===== config.mk =====
export PLATFORM = sky130hd
export DESIGN_NAME = heartbeat_liveness_table
export DESIGN_NICKNAME = d
export VERILOG_FILES = /design/src/sv/hlt_pkg.sv /design/src/sv/heartbeat_liveness_table.sv /design/src/sv/hlt_ctrl.sv /design/src/sv/hlt_dp.sv
export SDC_FILE = /design/constraint.sdc
export NUM_CORES = 2
export LEC_CHECK = 0
export ABC_AREA = 0
export BUFFER_PORTS_ARGS = -buffer_cell sky130_fd_sc_hd__buf_2
export CORE_MARGIN = 4
export CORE_UTILIZATION = 59
export DETAILED_ROUTE_END_ITERATION = 8
export HOLD_SLACK_MARGIN = 0.1
export PLACE_DENSITY = 0.79
export SETUP_SLACK_MARGIN = 0.1
export SYNTH_ARGS = -nofsm -noshare
export SYNTH_HDL_FRONTEND = slang
export SYNTH_SLANG_ARGS = --single-unit

===== constraint.sdc =====
create_clock -name clk -period 4.95 [get_ports clk]
set_input_delay 0.99 -clock clk [delete_from_list [all_inputs] [get_ports clk]]
set_output_delay 0.99 -clock clk [all_outputs]
set_load 0.01 [all_outputs]

===== src/sv/hlt_pkg.sv =====
// Shared types and codes for the heartbeat liveness table.
package hlt_pkg;

  localparam logic [1:0] OP_TICK = 2'd0;
  localparam logic [1:0] OP_BEAT = 2'd1;
  localparam logic [1:0] OP_LIST = 2'd2;

  localparam logic [7:0] MISSED_MAX = 8'd255;
  localparam logic [7:0] THRESHOLD_RESET = 8'd3;

  typedef struct packed {
    logic [1:0]  operation;
    logic [31:0] peer_id;
  } in_t;

  typedef struct packed {
    logic        entry_valid;
    logic [31:0] alive_peer;
    logic        last;
    logic        leader_valid;
    logic [31:0] leader;
    logic [4:0]  alive_count;
    logic        table_full;
  } out_t;

  typedef enum logic [1:0] {
    ST_IDLE,
    ST_SWEEP,
    ST_LIST
  } state_t;

  // controller -> datapath
  typedef struct packed {
    logic exec;        // apply tick / heartbeat from the input transfer
    logic sweep_step;  // examine the slot at the pointer, evict if dead
    logic ptr_clr;
    logic emit_single;
    logic emit_list;   // emit slot at the pointer and advance
  } cmd_t;

  // datapath -> controller
  typedef struct packed {
    logic at_end;      // pointer has reached the entry count
    logic is_list;
    logic empty;
    logic list_last;
  } sts_t;

endpackage


===== src/sv/heartbeat_liveness_table.sv =====
// Top level of the heartbeat liveness table: controller plus datapath.
//
// Keeps up to TABLE_DEPTH peer ids in ascending order with a missed-tick count each.
// An item is taken when start is high and busy is low. The operation is applied in
// the cycle of the transfer, then an eviction sweep walks the occupied slots, one
// slot per cycle, the pointer held on an eviction; busy drops after the sweep, or
// after a listing's last peer. Results come out of a register the cycle after
// they are formed, each shown for exactly one cycle with out_valid high and no way
// to hold them off. The threshold port is always ready; write it while idle.
module heartbeat_liveness_table import hlt_pkg::*; #(
  parameter int TABLE_DEPTH = 16
) (
  input  logic       clk,
  input  logic       rst_n,
  input  logic       start,
  output logic       busy,
  input  in_t        in_data,
  output logic       out_valid,
  output out_t       out_data,
  input  logic       cfg_valid,
  output logic       cfg_ready,
  input  logic [7:0] cfg_data
);

  cmd_t cmd;
  sts_t sts;

  assign cfg_ready = 1'b1;

  hlt_ctrl u_ctrl (
    .clk   (clk),
    .rst_n (rst_n),
    .start (start),
    .sts   (sts),
    .cmd   (cmd),
    .busy  (busy)
  );

  hlt_dp #(
    .TABLE_DEPTH (TABLE_DEPTH)
  ) u_dp (
    .clk       (clk),
    .rst_n     (rst_n),
    .in_data   (in_data),
    .cfg_we    (cfg_valid & cfg_ready),
    .cfg_data  (cfg_data),
    .cmd       (cmd),
    .sts       (sts),
    .out_valid (out_valid),
    .out_data  (out_data)
  );

endmodule


===== src/sv/hlt_ctrl.sv =====
// Sequencer for the heartbeat liveness table: operation, eviction sweep, listing.
module hlt_ctrl import hlt_pkg::*; (
  input  logic clk,
  input  logic rst_n,
  input  logic start,
  input  sts_t sts,
  output cmd_t cmd,
  output logic busy
);

  state_t state_r, state_nxt;

  always_ff @(posedge clk) begin
    if (!rst_n) begin
      state_r <= ST_IDLE;
    end else begin
      state_r <= state_nxt;
    end
  end

  always_comb begin
    state_nxt = state_r;
    cmd       = '0;
    busy      = 1'b1;
    case (state_r)
      ST_IDLE: begin
        busy = 1'b0;
        if (start) begin
          cmd.exec  = 1'b1;
          state_nxt = ST_SWEEP;
        end
      end
      ST_SWEEP: begin
        if (!sts.at_end) begin
          cmd.sweep_step = 1'b1;
        end else if (sts.is_list && !sts.empty) begin
          cmd.ptr_clr = 1'b1;
          state_nxt   = ST_LIST;
        end else begin
          cmd.emit_single = 1'b1;
          state_nxt       = ST_IDLE;
        end
      end
      ST_LIST: begin
        cmd.emit_list = 1'b1;
        if (sts.list_last) begin
          state_nxt = ST_IDLE;
        end
      end
      default: begin
        state_nxt = ST_IDLE;
      end
    endcase
  end

endmodule


===== src/sv/hlt_dp.sv =====
// Datapath: sorted peer table, missed counters, threshold and result register.
module hlt_dp import hlt_pkg::*; #(
  parameter int TABLE_DEPTH = 16
) (
  input  logic       clk,
  input  logic       rst_n,
  input  in_t        in_data,
  input  logic       cfg_we,
  input  logic [7:0] cfg_data,
  input  cmd_t       cmd,
  output sts_t       sts,
  output logic       out_valid,
  output out_t       out_data
);

  localparam int CW = $clog2(TABLE_DEPTH + 1);
  localparam int IW = (TABLE_DEPTH > 1) ? $clog2(TABLE_DEPTH) : 1;
  localparam logic [CW-1:0] DEPTH_C = CW'(TABLE_DEPTH);

  logic [31:0]   peer_r [TABLE_DEPTH];
  logic [31:0]   peer_nxt [TABLE_DEPTH];
  logic [7:0]    miss_r [TABLE_DEPTH];
  logic [7:0]    miss_nxt [TABLE_DEPTH];
  logic [CW-1:0] count_r, count_nxt;
  logic [CW-1:0] ptr_r, ptr_nxt;
  logic [1:0]    op_r, op_nxt;
  logic          full_r, full_nxt;
  logic [7:0]    thr_r;
  logic          out_valid_r;
  out_t          out_r, out_nxt;

  logic [TABLE_DEPTH-1:0] lt, eq, dead, ins;
  logic [TABLE_DEPTH:0]   ltx;
  logic                   hit;
  logic [IW-1:0]          idx;

  assign idx = ptr_r[IW-1:0];
  assign hit = |eq;
  assign ltx = {lt, 1'b1};

  always_comb begin
    for (int k = 0; k < TABLE_DEPTH; k++) begin
      lt[k]   = (CW'(k) < count_r) && (peer_r[k] < in_data.peer_id);
      eq[k]   = (CW'(k) < count_r) && (peer_r[k] == in_data.peer_id);
      dead[k] = miss_r[k] >= thr_r;
      ins[k]  = !lt[k] && ltx[k];
    end
  end

  assign sts.at_end    = (ptr_r == count_r);
  assign sts.is_list   = (op_r == OP_LIST);
  assign sts.empty     = (count_r == '0);
  assign sts.list_last = ((ptr_r + CW'(1)) == count_r);

  always_comb begin
    peer_nxt  = peer_r;
    miss_nxt  = miss_r;
    count_nxt = count_r;
    ptr_nxt   = ptr_r;
    op_nxt    = op_r;
    full_nxt  = full_r;
    out_nxt   = out_r;

    if (cmd.exec) begin
      op_nxt   = in_data.operation;
      ptr_nxt  = '0;
      full_nxt = 1'b0;
      case (in_data.operation)
        OP_TICK: begin
          for (int k = 0; k < TABLE_DEPTH; k++) begin
            if (miss_r[k] != MISSED_MAX) begin
              miss_nxt[k] = miss_r[k] + 8'd1;
            end
          end
        end
        OP_BEAT: begin
          if (hit) begin
            for (int k = 0; k < TABLE_DEPTH; k++) begin
              if (eq[k]) begin
                miss_nxt[k] = '0;
              end
            end
          end else if (count_r == DEPTH_C) begin
            full_nxt = 1'b1;
          end else begin
            // sorted insert: slots below the position keep, the rest move up
            if (ins[0]) begin
              peer_nxt[0] = in_data.peer_id;
              miss_nxt[0] = '0;
            end
            for (int k = 1; k < TABLE_DEPTH; k++) begin
              if (ins[k]) begin
                peer_nxt[k] = in_data.peer_id;
                miss_nxt[k] = '0;
              end else if (!lt[k]) begin
                peer_nxt[k] = peer_r[k-1];
                miss_nxt[k] = miss_r[k-1];
              end
            end
            count_nxt = count_r + CW'(1);
          end
        end
        default: begin
        end
      endcase
    end

    if (cmd.sweep_step) begin
      if (dead[idx]) begin
        // close the gap; pointer stays to look at the slot that moved in
        for (int k = 0; k < TABLE_DEPTH - 1; k++) begin
          if (CW'(k) >= ptr_r) begin
            peer_nxt[k] = peer_r[k+1];
            miss_nxt[k] = miss_r[k+1];
          end
        end
        count_nxt = count_r - CW'(1);
      end else begin
        ptr_nxt = ptr_r + CW'(1);
      end
    end

    if (cmd.ptr_clr) begin
      ptr_nxt = '0;
    end

    out_nxt.leader_valid = (count_r != '0);
    out_nxt.leader       = (count_r != '0) ? peer_r[0] : 32'd0;
    out_nxt.alive_count  = 5'(count_r);

    if (cmd.emit_single) begin
      out_nxt.entry_valid = 1'b0;
      out_nxt.alive_peer  = 32'd0;
      out_nxt.last        = 1'b1;
      out_nxt.table_full  = full_r;
    end else if (cmd.emit_list) begin
      out_nxt.entry_valid = 1'b1;
      out_nxt.alive_peer  = peer_r[idx];
      out_nxt.last        = sts.list_last;
      out_nxt.table_full  = 1'b0;
      ptr_nxt             = ptr_r + CW'(1);
    end else begin
      out_nxt = out_r;
    end
  end

  always_ff @(posedge clk) begin
    if (!rst_n) begin
      count_r     <= '0;
      thr_r       <= THRESHOLD_RESET;
      out_valid_r <= 1'b0;
    end else begin
      count_r     <= count_nxt;
      out_valid_r <= cmd.emit_single | cmd.emit_list;
      if (cfg_we) begin
        thr_r <= cfg_data;
      end
    end
  end

  always_ff @(posedge clk) begin
    peer_r <= peer_nxt;
    miss_r <= miss_nxt;
    ptr_r  <= ptr_nxt;
    op_r   <= op_nxt;
    full_r <= full_nxt;
    out_r  <= out_nxt;
  end

  assign out_valid = out_valid_r;
  assign out_data  = out_r;

endmodule

==> results.yml <==
flow_run:
  drv_cap: 0
yosys:
  synthMuxAreaShare_pct: 15.3
  ys_async_sr_fraction_pct: 0
  synthTopCellsByArea: "dfxtp_1, ha_1, mux2i_1"
  synth_edf_count: 82
  synth_common_cells: "nand2_1, ha_1, dfxtp_1"
  yosys.area.top_type_share_pct: 23.0
  synth_seq_cells: 737
  synth.avg_cell_area_um2: 8.26
  yosys_warnings: 0
  synth_flop_cell: "dfxtp_1"
  syn_nets: 7599
  netlist_instances: 6891
  synth.most_common_cell: "nand2_1"
  synth_top_family_by_area: "compound AO/OA/AOI/OAI gates"
  yosys.area_share.adder_pct: 14.5
  synth_top_cell_by_area: "dfxtp_1"
  synth_xor_area_share_pct: 0.292
  ys_seq_area_share_pct: 27.4
  synth_area_mm2: 0.0569
  yosysUniqueCellTypes: 101
  yosys.area_share.simple_pct: 15.9
  synth-compound-area-share_pct: 22.2
setup_path:
  rr_startpoint: "u_dp.thr_r[7]"
  worst_path_most_repeated_cell: "nand4_1"
  reg2reg_to: "u_dp.peer_r[363]"
  worstSetupPathType: "input port to register"
  crit_arrival_ns: 5.19
  cpMaxStageDelayCell: "a2111oi_1"
  timing.reg2reg.setup_slack_ns: 0.55
  crit_buf_inv: 3
  critPathMaxFanout: 7
  crit_path_start_kind: "input port"
  worstPathRequired_ns: 5.49
  crit_family: "compound AO/OA/AOI/OAI gates"
  crit_path_end_kind: "register"
  rr_worst_depth: 12
  crit_chain: "buf_2 > inv_1 > buf_4 > ha_1 > nand4_1 > nor2_1 > nand2_1 > a2111oi_1 > or3_1 > nand4_1 > a31oi_1 > a21oi_1 > a221o_1"
  slowest_delay_ns: 0.76
  crit_cells: 13
grt:
  grt_pass1_vias: 53500
  grt_overflow: 0
  grt_max_degree: 76
  grt_use_total_pct: 38.0
  gr-usage-met3_pct: 7.03
  grt_pass1_wl_mm: 308
  use_met2_pct: 59.8
  busiest_layer: "met2"
  antenna_found_initial: 4
  grt_use_met1_pct: 46.7
drt:
  first_pass_iters: 6
  via_per_inst: 6.87
  routed_wl_mm: 203
  wl_per_cell_um: 24.6
  drtAntennaViolNets: 0
  dr_total_vias: 56400
  drtIter0Drc: 6411
  drc: 0
finish:
  drive_gt1_share_pct: 12.0
  fin_cells: 8222
  layout.nets: 7591
  fillers: 8018
  regArea_mm2: 0.0156
  finish.utilization_pct: 66.1
  areaGrowthSynthToFinish_pct: 10.6
  multiInputGateArea_mm2: 0.0392
timing:
  slew_viol_final: 0
  max-slew-margin-rel_pct: 9.08
  rsz0062_at_grt: "false"
  setup_slack_ns: 0.292
  worst_pin_slew_ns: 1.35
  min_period_ns: 4.66
  skew_ns: 0.0357
  hold_viol: 0
  setup_viol: 0
  fin_crit_sh_pct: 94.1
  fmax_ghz: 0.215
clocking:
  cts_root_buffer: "clkbuf_16"
  clkLatencyLatePin_ns: 0.68
  cts.repair.resized: 0
  htreeDepth: 3
  cts.path.max_buffers: 3
  post_cts_buffers: 0
  cts_hold_buf: 0
  numCtsBuffers: 87
  clkTransAtPathRegs_ns: 0.05
  numClockSinks: 737
  cts_tree: "built"
die:
  core_area_mm2: 0.0953
  rows: 113
  die_area_mm2: 0.102
  die_h_um: 319
  initial_core_util_pct: 59.7
  fp.dieW_um: 319
  pin_count: 122
worst_hold_path:
  hold_depth: 1
  min_to: "u_dp.out_data[70]"
  hold_class: "register to register"
  min_from: "u_dp.out_data[70]"
placed_design:
  numPortBuffers: 120
  dp.cells: 8059
  hpwl_mm: 151
  routabilityCongestion: 0.993
  post-place-ws_ns: -0.0888
pwr:
  p_leak_nw: 24.2
  power_density_mw_per_mm2: 546
  ir_drop_mv: 0.413
  p_total_mw: 34.4
status:
  outcome: "completed"
-- layout by cell type, fill, tap and decap left out, drive strengths merged, types with 48 or more instances in the layout --
master	instances
and2	50
a31oi	88
nor2b	48
ha	662
edfxtp	82
nor2	370
buf	362
a21oi	577
nand4	129
a22o	57
nand2	975
o21ai	904
inv	120
mux2	158
mux2i	551
clkbuf	121
dfxtp	655
mux4	64
nor3	96
a21o	80
nand3	149
-- worst max-delay path by stage --
stage	endpoint	slack, ns	startpoint
after floorplan	u_dp.peer_r[0]	0.34	in_data[22]
after global placement	u_dp.miss_r[9]	-0.07	in_data[29]
after detailed placement	u_dp.miss_r[9]	-0.09	in_data[29]
after CTS	u_dp.miss_r[9]	0.56	in_data[29]
after global routing	u_dp.miss_r[8]	0.29	in_data[29]
final	u_dp.miss_r[8]	0.29	in_data[29]
-- through the flow --
stage	hold WS [ns]	TNS [ns]	area, µm²
2_1_floorplan	0.403	0	56900
3_3_place_gp	0.456	-0.299	60000
3_5_place_dp	0.457	-0.395	60000
4_1_cts	0.469	0	62900
5_1_grt	0.487	0	62900
6_report	0.476	0	62900
-- sequential cells by signal (all words and copies together), names as in the netlist --
name            cells
u_dp.peer_r       512
u_dp.miss_r       128
u_dp.out_data      73
u_dp.thr_r          8
u_dp.count_r        5
u_dp.ptr_r          5
u_ctrl.state_r      2
u_dp.op_r           2
u_dp.full_r         1
u_dp.out_valid      1
-- kinds of logic (layout without fill, tap and decap cells) --
| logic type | count (synthesis) | in the layout |
|---|---|---|
| muxes | 773 | 773 |
| other | 1 | 3 |
| adders and majority gates | 662 | 662 |
| xor gates and xnor gates | 19 | 19 |
| AOI/OAI and AO/OA | 2124 | 2124 |
| and+or+nand+nor | 1997 | 1997 |
| buffers and inverters | 578 | 642 |
| DFF | 737 | 737 |
-- power breakdown --
part,total [mW],switching [mW],leakage (nW),internal [mW]
clock network,6.69,2.78,1.45,3.91
registers,12.7,4.02,6.24,8.67
logic,15.0,8.23,16.5,6.77
-- layer usage --
metal | share of wire, % | wire, µm
met1 | 38 | 76600
met2 | 44 | 89400
met3 | 9.3 | 18900
met4 | 8.7 | 17700
met5 | 0.024 | 48
-- final cells by class --
type                    instances  share of cell area [%]
repair buffers                362                    5.09
multi-input cells            5576                    62.3
diodes                          2                 0.00795
clock buffers                 121                    3.99
inverters                     119                   0.710
flip-flops and latches        737                    24.8
clock inverters                40                   0.644
well taps                    1265                    2.51
(Power assumes the default switching activity.)
